===== src/lssh_pkg.sv =====
// ----------------------------------------------------------------------------
// Lowpass-scaled saturating highpass: shared package
// Widths, fixed-point formats, coefficients, payload words and the command
// and status words that pass between the controller and the datapath.
// ----------------------------------------------------------------------------
package lssh_pkg;

  localparam int SAMPLE_WIDTH = 24;
  localparam int STATE_WIDTH  = 32;
  localparam int COEF_WIDTH   = 24;

  localparam int WORK_FRAC  = 40;
  localparam int SAMP_FRAC  = SAMPLE_WIDTH - 2;
  localparam int LP_FRAC    = STATE_WIDTH - 2;
  localparam int ERR_FRAC   = STATE_WIDTH - 10;
  localparam int CONST_FRAC = 30;
  localparam int COEF_FRAC  = 24;
  localparam int TERM_FRAC  = ERR_FRAC + CONST_FRAC - WORK_FRAC;

  localparam int WORD_W = 56;
  localparam int HALF_W = 26;
  localparam int OPER_W = 2 * HALF_W;
  localparam int PROD_W = 2 * OPER_W;
  localparam int SH_W   = 6;

  typedef logic signed [WORD_W-1:0]       word_t;
  typedef logic signed [STATE_WIDTH-1:0]  state_t;
  typedef logic signed [SAMPLE_WIDTH-1:0] sample_t;

  localparam logic [COEF_WIDTH-1:0] COEF_RESET = COEF_WIDTH'(1048576);

  localparam word_t K_096   = word_t'(1030792151);
  localparam word_t K_SIXTH = word_t'(178956971);
  localparam word_t K_D2    = word_t'(66357245);
  localparam word_t K_D3    = word_t'(64231236);
  localparam word_t K_D4    = word_t'(22119082);
  localparam word_t K_092   = word_t'(987842478);
  localparam word_t ONE_W   = word_t'(1) <<< WORK_FRAC;

  localparam word_t STATE_MAX = (word_t'(1) <<< (STATE_WIDTH - 1)) - word_t'(1);
  localparam word_t STATE_MIN = -(word_t'(1) <<< (STATE_WIDTH - 1));
  localparam word_t SAMP_MAX  = (word_t'(1) <<< (SAMPLE_WIDTH - 1)) - word_t'(1);
  localparam word_t SAMP_MIN  = -(word_t'(1) <<< (SAMPLE_WIDTH - 1));

  localparam int OP_W = 4;
  localparam logic [OP_W-1:0] OP_LP  = 4'd0;
  localparam logic [OP_W-1:0] OP_K   = 4'd1;
  localparam logic [OP_W-1:0] OP_K2  = 4'd2;
  localparam logic [OP_W-1:0] OP_K3  = 4'd3;
  localparam logic [OP_W-1:0] OP_X2  = 4'd4;
  localparam logic [OP_W-1:0] OP_X4  = 4'd5;
  localparam logic [OP_W-1:0] OP_M   = 4'd6;
  localparam logic [OP_W-1:0] OP_E   = 4'd7;
  localparam logic [OP_W-1:0] OP_T2  = 4'd8;
  localparam logic [OP_W-1:0] OP_T3  = 4'd9;
  localparam logic [OP_W-1:0] OP_T4  = 4'd10;
  localparam logic [OP_W-1:0] OP_RES = 4'd11;
  localparam logic [OP_W-1:0] OP_P92 = 4'd12;

  localparam int STEP_W = 3;
  localparam logic [STEP_W-1:0] STEP_ES  = 3'd0;
  localparam logic [STEP_W-1:0] STEP_D1  = 3'd1;
  localparam logic [STEP_W-1:0] STEP_D2  = 3'd2;
  localparam logic [STEP_W-1:0] STEP_D3  = 3'd3;
  localparam logic [STEP_W-1:0] STEP_D4  = 3'd4;
  localparam logic [STEP_W-1:0] STEP_BYP = 3'd5;
  localparam logic [STEP_W-1:0] STEP_OUT = 3'd6;

  typedef struct packed {
    sample_t sample_in;
    logic    block_last;
  } sample_word_t;

  typedef struct packed {
    sample_t sample_out;
    logic    block_end;
  } result_word_t;

  typedef struct packed {
    logic              load;
    logic              mul_start;
    logic              wb;
    logic              step_en;
    logic [OP_W-1:0]   op;
    logic [STEP_W-1:0] step;
  } dp_cmd_t;

  typedef struct packed {
    logic lp_zero;
    logic mul_done;
  } dp_status_t;

endpackage


===== src/lssh_ctrl.sv =====
// ----------------------------------------------------------------------------
// Lowpass-scaled saturating highpass: controller
// Sequences the products and the register steps for one sample, and runs the
// input and output handshakes.
// ----------------------------------------------------------------------------
module lssh_ctrl import lssh_pkg::*; (
  input  logic       clk,
  input  logic       rst,
  input  logic       sample_valid,
  output logic       sample_stall,
  output logic       result_valid,
  input  logic       result_stall,
  input  dp_status_t status,
  output dp_cmd_t    cmd
);

  localparam logic [4:0] S_IDLE = 5'd0;
  localparam logic [4:0] S_LP   = 5'd1;
  localparam logic [4:0] S_CHK  = 5'd2;
  localparam logic [4:0] S_K    = 5'd3;
  localparam logic [4:0] S_K2   = 5'd4;
  localparam logic [4:0] S_K3   = 5'd5;
  localparam logic [4:0] S_X2   = 5'd6;
  localparam logic [4:0] S_X4   = 5'd7;
  localparam logic [4:0] S_M    = 5'd8;
  localparam logic [4:0] S_E    = 5'd9;
  localparam logic [4:0] S_ES   = 5'd10;
  localparam logic [4:0] S_D1   = 5'd11;
  localparam logic [4:0] S_D2   = 5'd12;
  localparam logic [4:0] S_D3   = 5'd13;
  localparam logic [4:0] S_D4   = 5'd14;
  localparam logic [4:0] S_T2   = 5'd15;
  localparam logic [4:0] S_T3   = 5'd16;
  localparam logic [4:0] S_T4   = 5'd17;
  localparam logic [4:0] S_RES  = 5'd18;
  localparam logic [4:0] S_BYP  = 5'd19;
  localparam logic [4:0] S_P92  = 5'd20;
  localparam logic [4:0] S_OUT  = 5'd21;

  logic [4:0]      state;
  logic [4:0]      state_next;
  logic            issued;
  logic            issued_next;
  logic            out_valid;
  logic            out_valid_next;
  logic [OP_W-1:0] mul_op;
  logic [4:0]      mul_next;

  assign sample_stall = (state != S_IDLE);
  assign result_valid = out_valid;

  always_comb begin
    case (state)
      S_LP:    begin mul_op = OP_LP;  mul_next = S_CHK; end
      S_K:     begin mul_op = OP_K;   mul_next = S_K2;  end
      S_K2:    begin mul_op = OP_K2;  mul_next = S_K3;  end
      S_K3:    begin mul_op = OP_K3;  mul_next = S_X2;  end
      S_X2:    begin mul_op = OP_X2;  mul_next = S_X4;  end
      S_X4:    begin mul_op = OP_X4;  mul_next = S_M;   end
      S_M:     begin mul_op = OP_M;   mul_next = S_E;   end
      S_E:     begin mul_op = OP_E;   mul_next = S_ES;  end
      S_T2:    begin mul_op = OP_T2;  mul_next = S_T3;  end
      S_T3:    begin mul_op = OP_T3;  mul_next = S_T4;  end
      S_T4:    begin mul_op = OP_T4;  mul_next = S_RES; end
      S_RES:   begin mul_op = OP_RES; mul_next = S_P92; end
      S_P92:   begin mul_op = OP_P92; mul_next = S_OUT; end
      default: begin mul_op = OP_LP;  mul_next = S_IDLE; end
    endcase
  end

  always_comb begin
    cmd            = '0;
    state_next     = state;
    issued_next    = issued;
    out_valid_next = out_valid;
    if (out_valid && !result_stall) begin
      out_valid_next = 1'b0;
    end
    if (state inside {S_LP, S_K, S_K2, S_K3, S_X2, S_X4, S_M, S_E,
                      S_T2, S_T3, S_T4, S_RES, S_P92}) begin
      cmd.op = mul_op;
      if (!issued) begin
        cmd.mul_start = 1'b1;
        issued_next   = 1'b1;
      end else if (status.mul_done) begin
        cmd.wb      = 1'b1;
        issued_next = 1'b0;
        state_next  = mul_next;
      end
    end else begin
      case (state)
        S_IDLE: begin
          if (sample_valid) begin
            cmd.load   = 1'b1;
            state_next = S_LP;
          end
        end
        S_CHK: begin
          state_next = status.lp_zero ? S_BYP : S_K;
        end
        S_ES: begin
          cmd.step_en = 1'b1;
          cmd.step    = STEP_ES;
          state_next  = S_D1;
        end
        S_D1: begin
          cmd.step_en = 1'b1;
          cmd.step    = STEP_D1;
          state_next  = S_D2;
        end
        S_D2: begin
          cmd.step_en = 1'b1;
          cmd.step    = STEP_D2;
          state_next  = S_D3;
        end
        S_D3: begin
          cmd.step_en = 1'b1;
          cmd.step    = STEP_D3;
          state_next  = S_D4;
        end
        S_D4: begin
          cmd.step_en = 1'b1;
          cmd.step    = STEP_D4;
          state_next  = S_T2;
        end
        S_BYP: begin
          cmd.step_en = 1'b1;
          cmd.step    = STEP_BYP;
          state_next  = S_P92;
        end
        S_OUT: begin
          if (!out_valid || !result_stall) begin
            cmd.step_en    = 1'b1;
            cmd.step       = STEP_OUT;
            out_valid_next = 1'b1;
            state_next     = S_IDLE;
          end
        end
        default: begin
          state_next = S_IDLE;
        end
      endcase
    end
  end

  always_ff @(posedge clk) begin
    if (rst) begin
      state     <= S_IDLE;
      issued    <= 1'b0;
      out_valid <= 1'b0;
    end else begin
      state     <= state_next;
      issued    <= issued_next;
      out_valid <= out_valid_next;
    end
  end

  a_no_overwrite: assert property (@(posedge clk) disable iff (rst)
    out_valid && result_stall |-> !(cmd.step_en && (cmd.step == STEP_OUT)))
    else $error("Output word overwritten while the receiver stalls.");

  a_done_expected: assert property (@(posedge clk) disable iff (rst)
    status.mul_done |-> issued)
    else $error("Product arrived while no product was outstanding.");

  a_accept_busy: assert property (@(posedge clk) disable iff (rst)
    sample_valid && !sample_stall |=> sample_stall && (state == S_LP))
    else $error("Block did not start work on an accepted word.");

  a_out_publish: assert property (@(posedge clk) disable iff (rst)
    cmd.step_en && (cmd.step == STEP_OUT) |=> out_valid && (state == S_IDLE))
    else $error("Finished word was not presented on the output.");

endmodule


===== config.mk =====
export PLATFORM = sky130hd
export DESIGN_NAME = lssh_ctrl
export DESIGN_NICKNAME = d
export VERILOG_FILES = /design/src/lssh_pkg.sv /design/src/lssh_ctrl.sv
export SDC_FILE = /design/constraint.sdc
export NUM_CORES = 1
export LEC_CHECK = 0
export ABC_CLOCK_PERIOD_IN_PS = 5250
export CAP_MARGIN = 40
export CELL_PAD_IN_SITES_DETAIL_PLACEMENT = 1
export CELL_PAD_IN_SITES_GLOBAL_PLACEMENT = 1
export CORE_ASPECT_RATIO = 0.7
export CORE_MARGIN = 2
export CORE_UTILIZATION = 45
export CTS_BUF_LIST = sky130_fd_sc_hd__clkbuf_8
export DETAILED_ROUTE_END_ITERATION = 8
export DONT_BUFFER_PORTS = 1
export GPL_ROUTABILITY_DRIVEN = 0
export PLACE_DENSITY = 0.87
export REMOVE_ABC_BUFFERS = 1
export SLEW_MARGIN = 15
export SYNTH_ARGS = -nofsm -noshare
export SYNTH_HDL_FRONTEND = slang
export SYNTH_SLANG_ARGS = --single-unit

===== constraint.sdc =====
create_clock -name clk -period 5.25 [get_ports clk]
set_clock_uncertainty 0.1 [all_clocks]
set_input_delay 0.2625 -clock clk [delete_from_list [all_inputs] [get_ports clk]]
set_output_delay 0.2625 -clock clk [all_outputs]
set_load 0.005 [all_outputs]

# Yosys cells after proc, flatten, opt, wreduce, memory -nomap -nowiden
# Memories as Yosys holds them, arrays and structs flattened. A register that Yosys moved wholly into a read port is not among the register bits.
# Index checks and enable logic that the tools add are counted.
[word_totals]
register_bits = 7
romBits = 288
in_bits = 6
out_inout_bits = 13
elab_cells = 67
memories = 1
[classes]
eq_ne = 25
muxes = 29
reduce_logical = 9
[memory_table]
columns = ["memory", "words", "width", "rd", "rd_ports_with_merged_regs", "write_ports", "line", "text"]
rows = [
  ["(no name shown)", 32, 9, 1, 1, 0, "lssh_ctrl.sv:53", "case (state)"],
]
[op_table]
columns = ["cell", "count"]
rows = [
  ["$pmux W5 S9", 1],
  ["$eq A5 B4 Y1 const B", 8],
  ["$mux W5", 8],
  ["$eq A5 B5 Y1 const B", 6],
  ["$eq A5 B3 Y1 const B", 4],
  ["$pmux W3 S6", 1],
  ["$mux W1", 14],
  ["$reduce_bool A13 Y1", 1],
  ["$eq A5 B2 Y1 const B", 2],
  ["$mux W3", 2],
  ["$ne A3 B3 Y1 const B", 2],
  ["$reduce_or A6 Y1", 1],
  ["$eq A5 B1 Y1 const B", 1],
  ["$logic_not A5 Y1", 1],
  ["$reduce_bool A5 Y1", 1],
  ["$mux W4", 1],
  ["$ne A2 B2 Y1 const B", 2],
  ["$reduce_and A4 Y1", 1],
  ["$logic_not A1 Y1", 2],
  ["$mux W2", 1],
  ["$pmux W1 S2", 1],
  ["$logic_and A1 B1 Y1", 1],
  ["$logic_or A1 B1 Y1", 1],
]

# Longest topological paths before layout
[logic_depth]
word_depth = 7
depth_mapped = 13
ltp_nobuf = 11

# Worst setup path after synthesis
# OpenSTA, ideal clock, no wires.
[synth_timing]
path_type = "flip-flop to flip-flop"
from = "register state[2]"
to = "register, netlist name mul_op[2]"
setup_time_ns = 0.117
arrival_ns = 2.508
required_ns = 5.033
path_slack_ns = 2.525
stages_incl_launch_ff = 12
n_path_buf = 1
period_less_slack_ns = 2.725
path_cell_list = "dfxtp_1 buf_4 or3b_4 a31oi_4 o21ai_2 nand2_1 nand2_1 a21oi_1 inv_1 ha_1 mux2_4 a22o_1"
[synth_via]
elab_chain_len = 6
elab_cells_between_ends = 32
classes_between = "eq/ne (25); mux (4); reduce/logical (3)"
[synth_rtl]
columns = ["item", "line", "text"]
rows = [
  ["from (decl)", "lssh_ctrl.sv:40", "logic [4:0] state;"],
  ["from (signal assigned)", "lssh_ctrl.sv:152", "state <= state_next;"],
  ["$eq A5 B1 Y1, or another cell as far along", "lssh_ctrl.sv:79", "if (state inside {S_LP, S_K, S_K2, S_K3, S_X2, S_X4, S_M, S_E,"],
  ["$reduce_bool A13 Y1", "lssh_ctrl.sv:79", ""],
  ["$ne A3 B3 Y1 (no source line) or $ne A2 B2 Y1 (tied branches)", "--", ""],
  ["$reduce_and A4 Y1 (no source line)", "--", ""],
  ["$mux W5 (no source line) (*) (2 in series)", "--", ""],
]
# Mark *: on every way between the ends. The rest lies on a longest branch, timed or not.
# A chain may end at the register's enable or synchronous reset.

# Final worst setup path
[layout_timing]
from = "register state[2]"
to = "register, netlist name mul_op[2]"
[layout_via]
elab_chain_len = 6
elab_cells_between_ends = 32
classes_between = "eq/ne (25); mux (4); reduce/logical (3)"
[layout_rtl]
columns = ["item", "line"]
rows = [
  ["$eq A5 B1 Y1, or another cell as far along", "lssh_ctrl.sv:79"],
  ["$reduce_bool A13 Y1", "lssh_ctrl.sv:79"],
  ["$ne A3 B3 Y1 (no source line) or $ne A2 B2 Y1 (tied branches)", "--"],
  ["$reduce_and A4 Y1 (no source line)", "--"],
  ["$mux W5 (no source line) (*) (2 in series)", "--"],
]
# Marked as above.

==> impl_results.md <==
* Placed cell area at 1310 um^2
* Critical path required time at 5.29 ns
* Seq/Total Area, Yosys at 22.5%
* CTS Root Cell: clkbuf_8
* DRC violation total after the first TritonRoute iteration at 80
* Synth Area in Compound Gates at 31.6%
* Slew Viols, Final at 0
* CTS Buf Count at 3
* Routed length per instance at 19.0 um
* Die height at 49.6 um
* Synthesized instance count at 169
* Post-Synth XOR/XNOR Area at 0.655%
* # diodes at 0
* Worst-path clk slew at 0.06 ns
* Worst reg2reg path depth at 9
* Postcts setup bufs at 0
* Die Area at 3430 um^2
* Starting density of the core at 47.7%
* CP startpoint kind: flop
* Residual DRC at 0
* Largest family of logic cells by synthesized area: compound AO/OA/AOI/OAI gates
* Ys Warns at 0
* Final setup viols at 0
* Slew HR at 47.3%
* Register area at 300 um^2
* Clock Latency Late Sink at 0.25 ns
* Crit path kind: flop to flop
* Main flop type after synthesis: dfxtp_1
* Syn-to-layout area delta at 2.15%
* Maximum root-to-sink buffer count at 2
* Drt total wl at approximately 3800 um
* Pin count of the biggest net entering global routing at 24
* CP Max Fanout at 19
* Tightest Hold Check Type: input pin to flop
* GRT Overall Usage at 23.9%
* Fin nets at 175
* Max-cap violation count at 0
* Crit end category: flop
* WHS Path Cells at 1
* Highest ir drop seen on vdd at 0.208 mV
* P per Cell Area at about 550 nW/um^2
* H-tree depth at 1
* Rows at 16
* Vias in the first global route at 1,267
* TritonRoute pass-1 iters at 4
* Setup TNS at 0 ns
* Global-route wire length before repair at 6470 um
* Mapped cell area at around 1300 um^2
* Worst slew pin tran at 0.790 ns
* Period utilisation layout at ~69%
* Post-detailed-route count of antenna-violating nets at 0
* GRT Residual Overflow at 0
* Fin area at 1370 um^2
* Synth Area in Simple Gates at 26.6%
* Detailed Place HPWL at 2860 um
* CTS Sinks at 15
* Portion of netlist area occupied by mux cells at 4.59%
* Fin crit period at between 3 and 4 ns
* Status: completed
* Multi-input gate area at ~900 um^2
* Post-Syn Area per Cell at 7.91 um^2
* Library cells used by synthesis at 57
* Vias per cell at 6.15
* CTS tree: built
* Share of layout cells above drive strength 1 at 16.0%
* RSZ-0062 raised after global routing: no
* Final hold violations at 0
* Yosys reg bits at 15
* # IOs at 19
* Critical path arrival at ~3.7 ns
* PortBufs at 0
* Core area at 2800 um^2
* Via count at 1,224
* Chip width at 69.1 um
* Leakage at 0.549 nW
* FMAX at 0.277 GHz
* EDFF count, synth at 0
* Asr flop ratio synth at 0%
* Initial antenna violation count at 0
* Synth Area in Adders at 5.52%
* Fillcell total at 358
cell usage in the layout (no fill, tap or decap), drive strengths merged, types with 4 or more instances in the layout:
| master | instances |
|---|---|
| ha | 5 |
| nand3 | 5 |
| nor2 | 14 |
| o21ai | 13 |
| and2 | 7 |
| inv | 10 |
| nand2 | 20 |
| nand2b | 7 |
| dfxtp | 15 |
| nor2b | 4 |
| a21oi | 13 |
cell usage after synthesis (all sizes together), types with 2 or more instances:
master | number | share of area (%)
mux2 | 3 | 3.1
or2 | 2 | 0.94
nand3 | 5 | 1.9
nor2b | 4 | 1.9
a32oi | 2 | 1.9
a22oi | 2 | 1.1
ha | 5 | 4.7
a221oi | 2 | 1.8
inv | 9 | 2.5
a211oi | 2 | 1.1
buf | 7 | 4.2
and2 | 7 | 3.5
clkbuf | 4 | 1.1
nor3b | 2 | 1.1
nand2b | 7 | 3.3
a22o | 2 | 1.3
mux2i | 2 | 1.5
o21ai | 13 | 5.1
or3b | 2 | 1.5
a21oi | 13 | 4.9
dfxtp | 15 | 22
nor2 | 14 | 4.3
nand2 | 20 | 5.6
o31ai | 2 | 1.1
stage by stage:
stage / std cells / utilization, % / worst slack (ns) / power [W] / hold WS [ns]
after floorplan: 158 / - / 2.35 / 0.000528 / 0.232
after global placement: 194 / 46.7 / 1.89 / 0.000615 / 0.235
after detailed placement: 194 / 46.7 / 1.70 / 0.000650 / 0.238
after CTS: 199 / 48.7 / 1.70 / 0.000744 / 0.00639
after global routing: 199 / 48.7 / 1.32 / 0.000805 / 0.00329
final: 199 / 48.7 / 1.64 / 0.000750 / 0.0101
logic make-up after synthesis:
family / count (synthesis)
DFF: 15
muxes: 5
xor gates and xnor gates: 1
adders and majority gates: 6
buffers and inverters: 21
and+or+nand+nor: 68
AOI/OAI and AO/OA: 53
area by class of cell:
type / instances / area share, %
Multi-Input combinational cell: 133 / 67.6
Sequential cell: 15 / 22.0
Tap cell: 36 / 3.30
Inverter: 10 / 3.12
Clock buffer: 3 / 3.02
Timing Repair Buffer: 1 / 0.733
Clock inverter: 1 / 0.275
critical path: stages, from the launching register on:
cell and delay [ns]:
dfxtp_1 0.71, nand2b_1 0.34, a32oi_2 0.19, o211ai_1 0.31, nand2_1 0.19, a221oi_2 0.67
inv_1 0.20, ha_1 0.31, mux2_4 0.28, a22o_1 0.19
where the power goes:
part           switching [W]  internal [W]
registers          0.0000684      0.000148
clock network      0.0000389     0.0000518
logic               0.000261      0.000182
sequential cells by signal, indices dropped and copies added (netlist names):
register / flops
state: 5
mul_next: 4
mul_op: 4
issued: 1
result_valid: 1
routing by layer:
layer  share of wire (%)  track usage [%]  routed length [um]  vias to the layer above
li1                    -                -                   -                      587
met1                  47             30.8                1790                      589
met2                  45             38.0                1700                       34
met3                 4.6             6.34                 176                       14
met4                 3.4             9.80                 127                        0
met5                   0                0                   0                        -
final timing paths:
kind | to | from | slack [ns]
max | mul_op[2]$_DFF_P_ | state[2]$_SDFFE_PP0N_ | 1.64
min | state[1]$_SDFFE_PP0N_ | rst | 0.01
max reg2reg | mul_op[2]$_DFF_P_ | state[2]$_SDFFE_PP0N_ | 1.64
min reg2reg | result_valid$_SDFF_PP0_ | result_valid$_SDFF_PP0_ | 0.39
repair_timing:
item / in CTS / in global routing
gates resized for setup: 0 / 0
endpoints found under the hold margin: 3 / 0
hold buffers: 1 / 0
No activity file was read; power rests on OpenSTA's default activity.
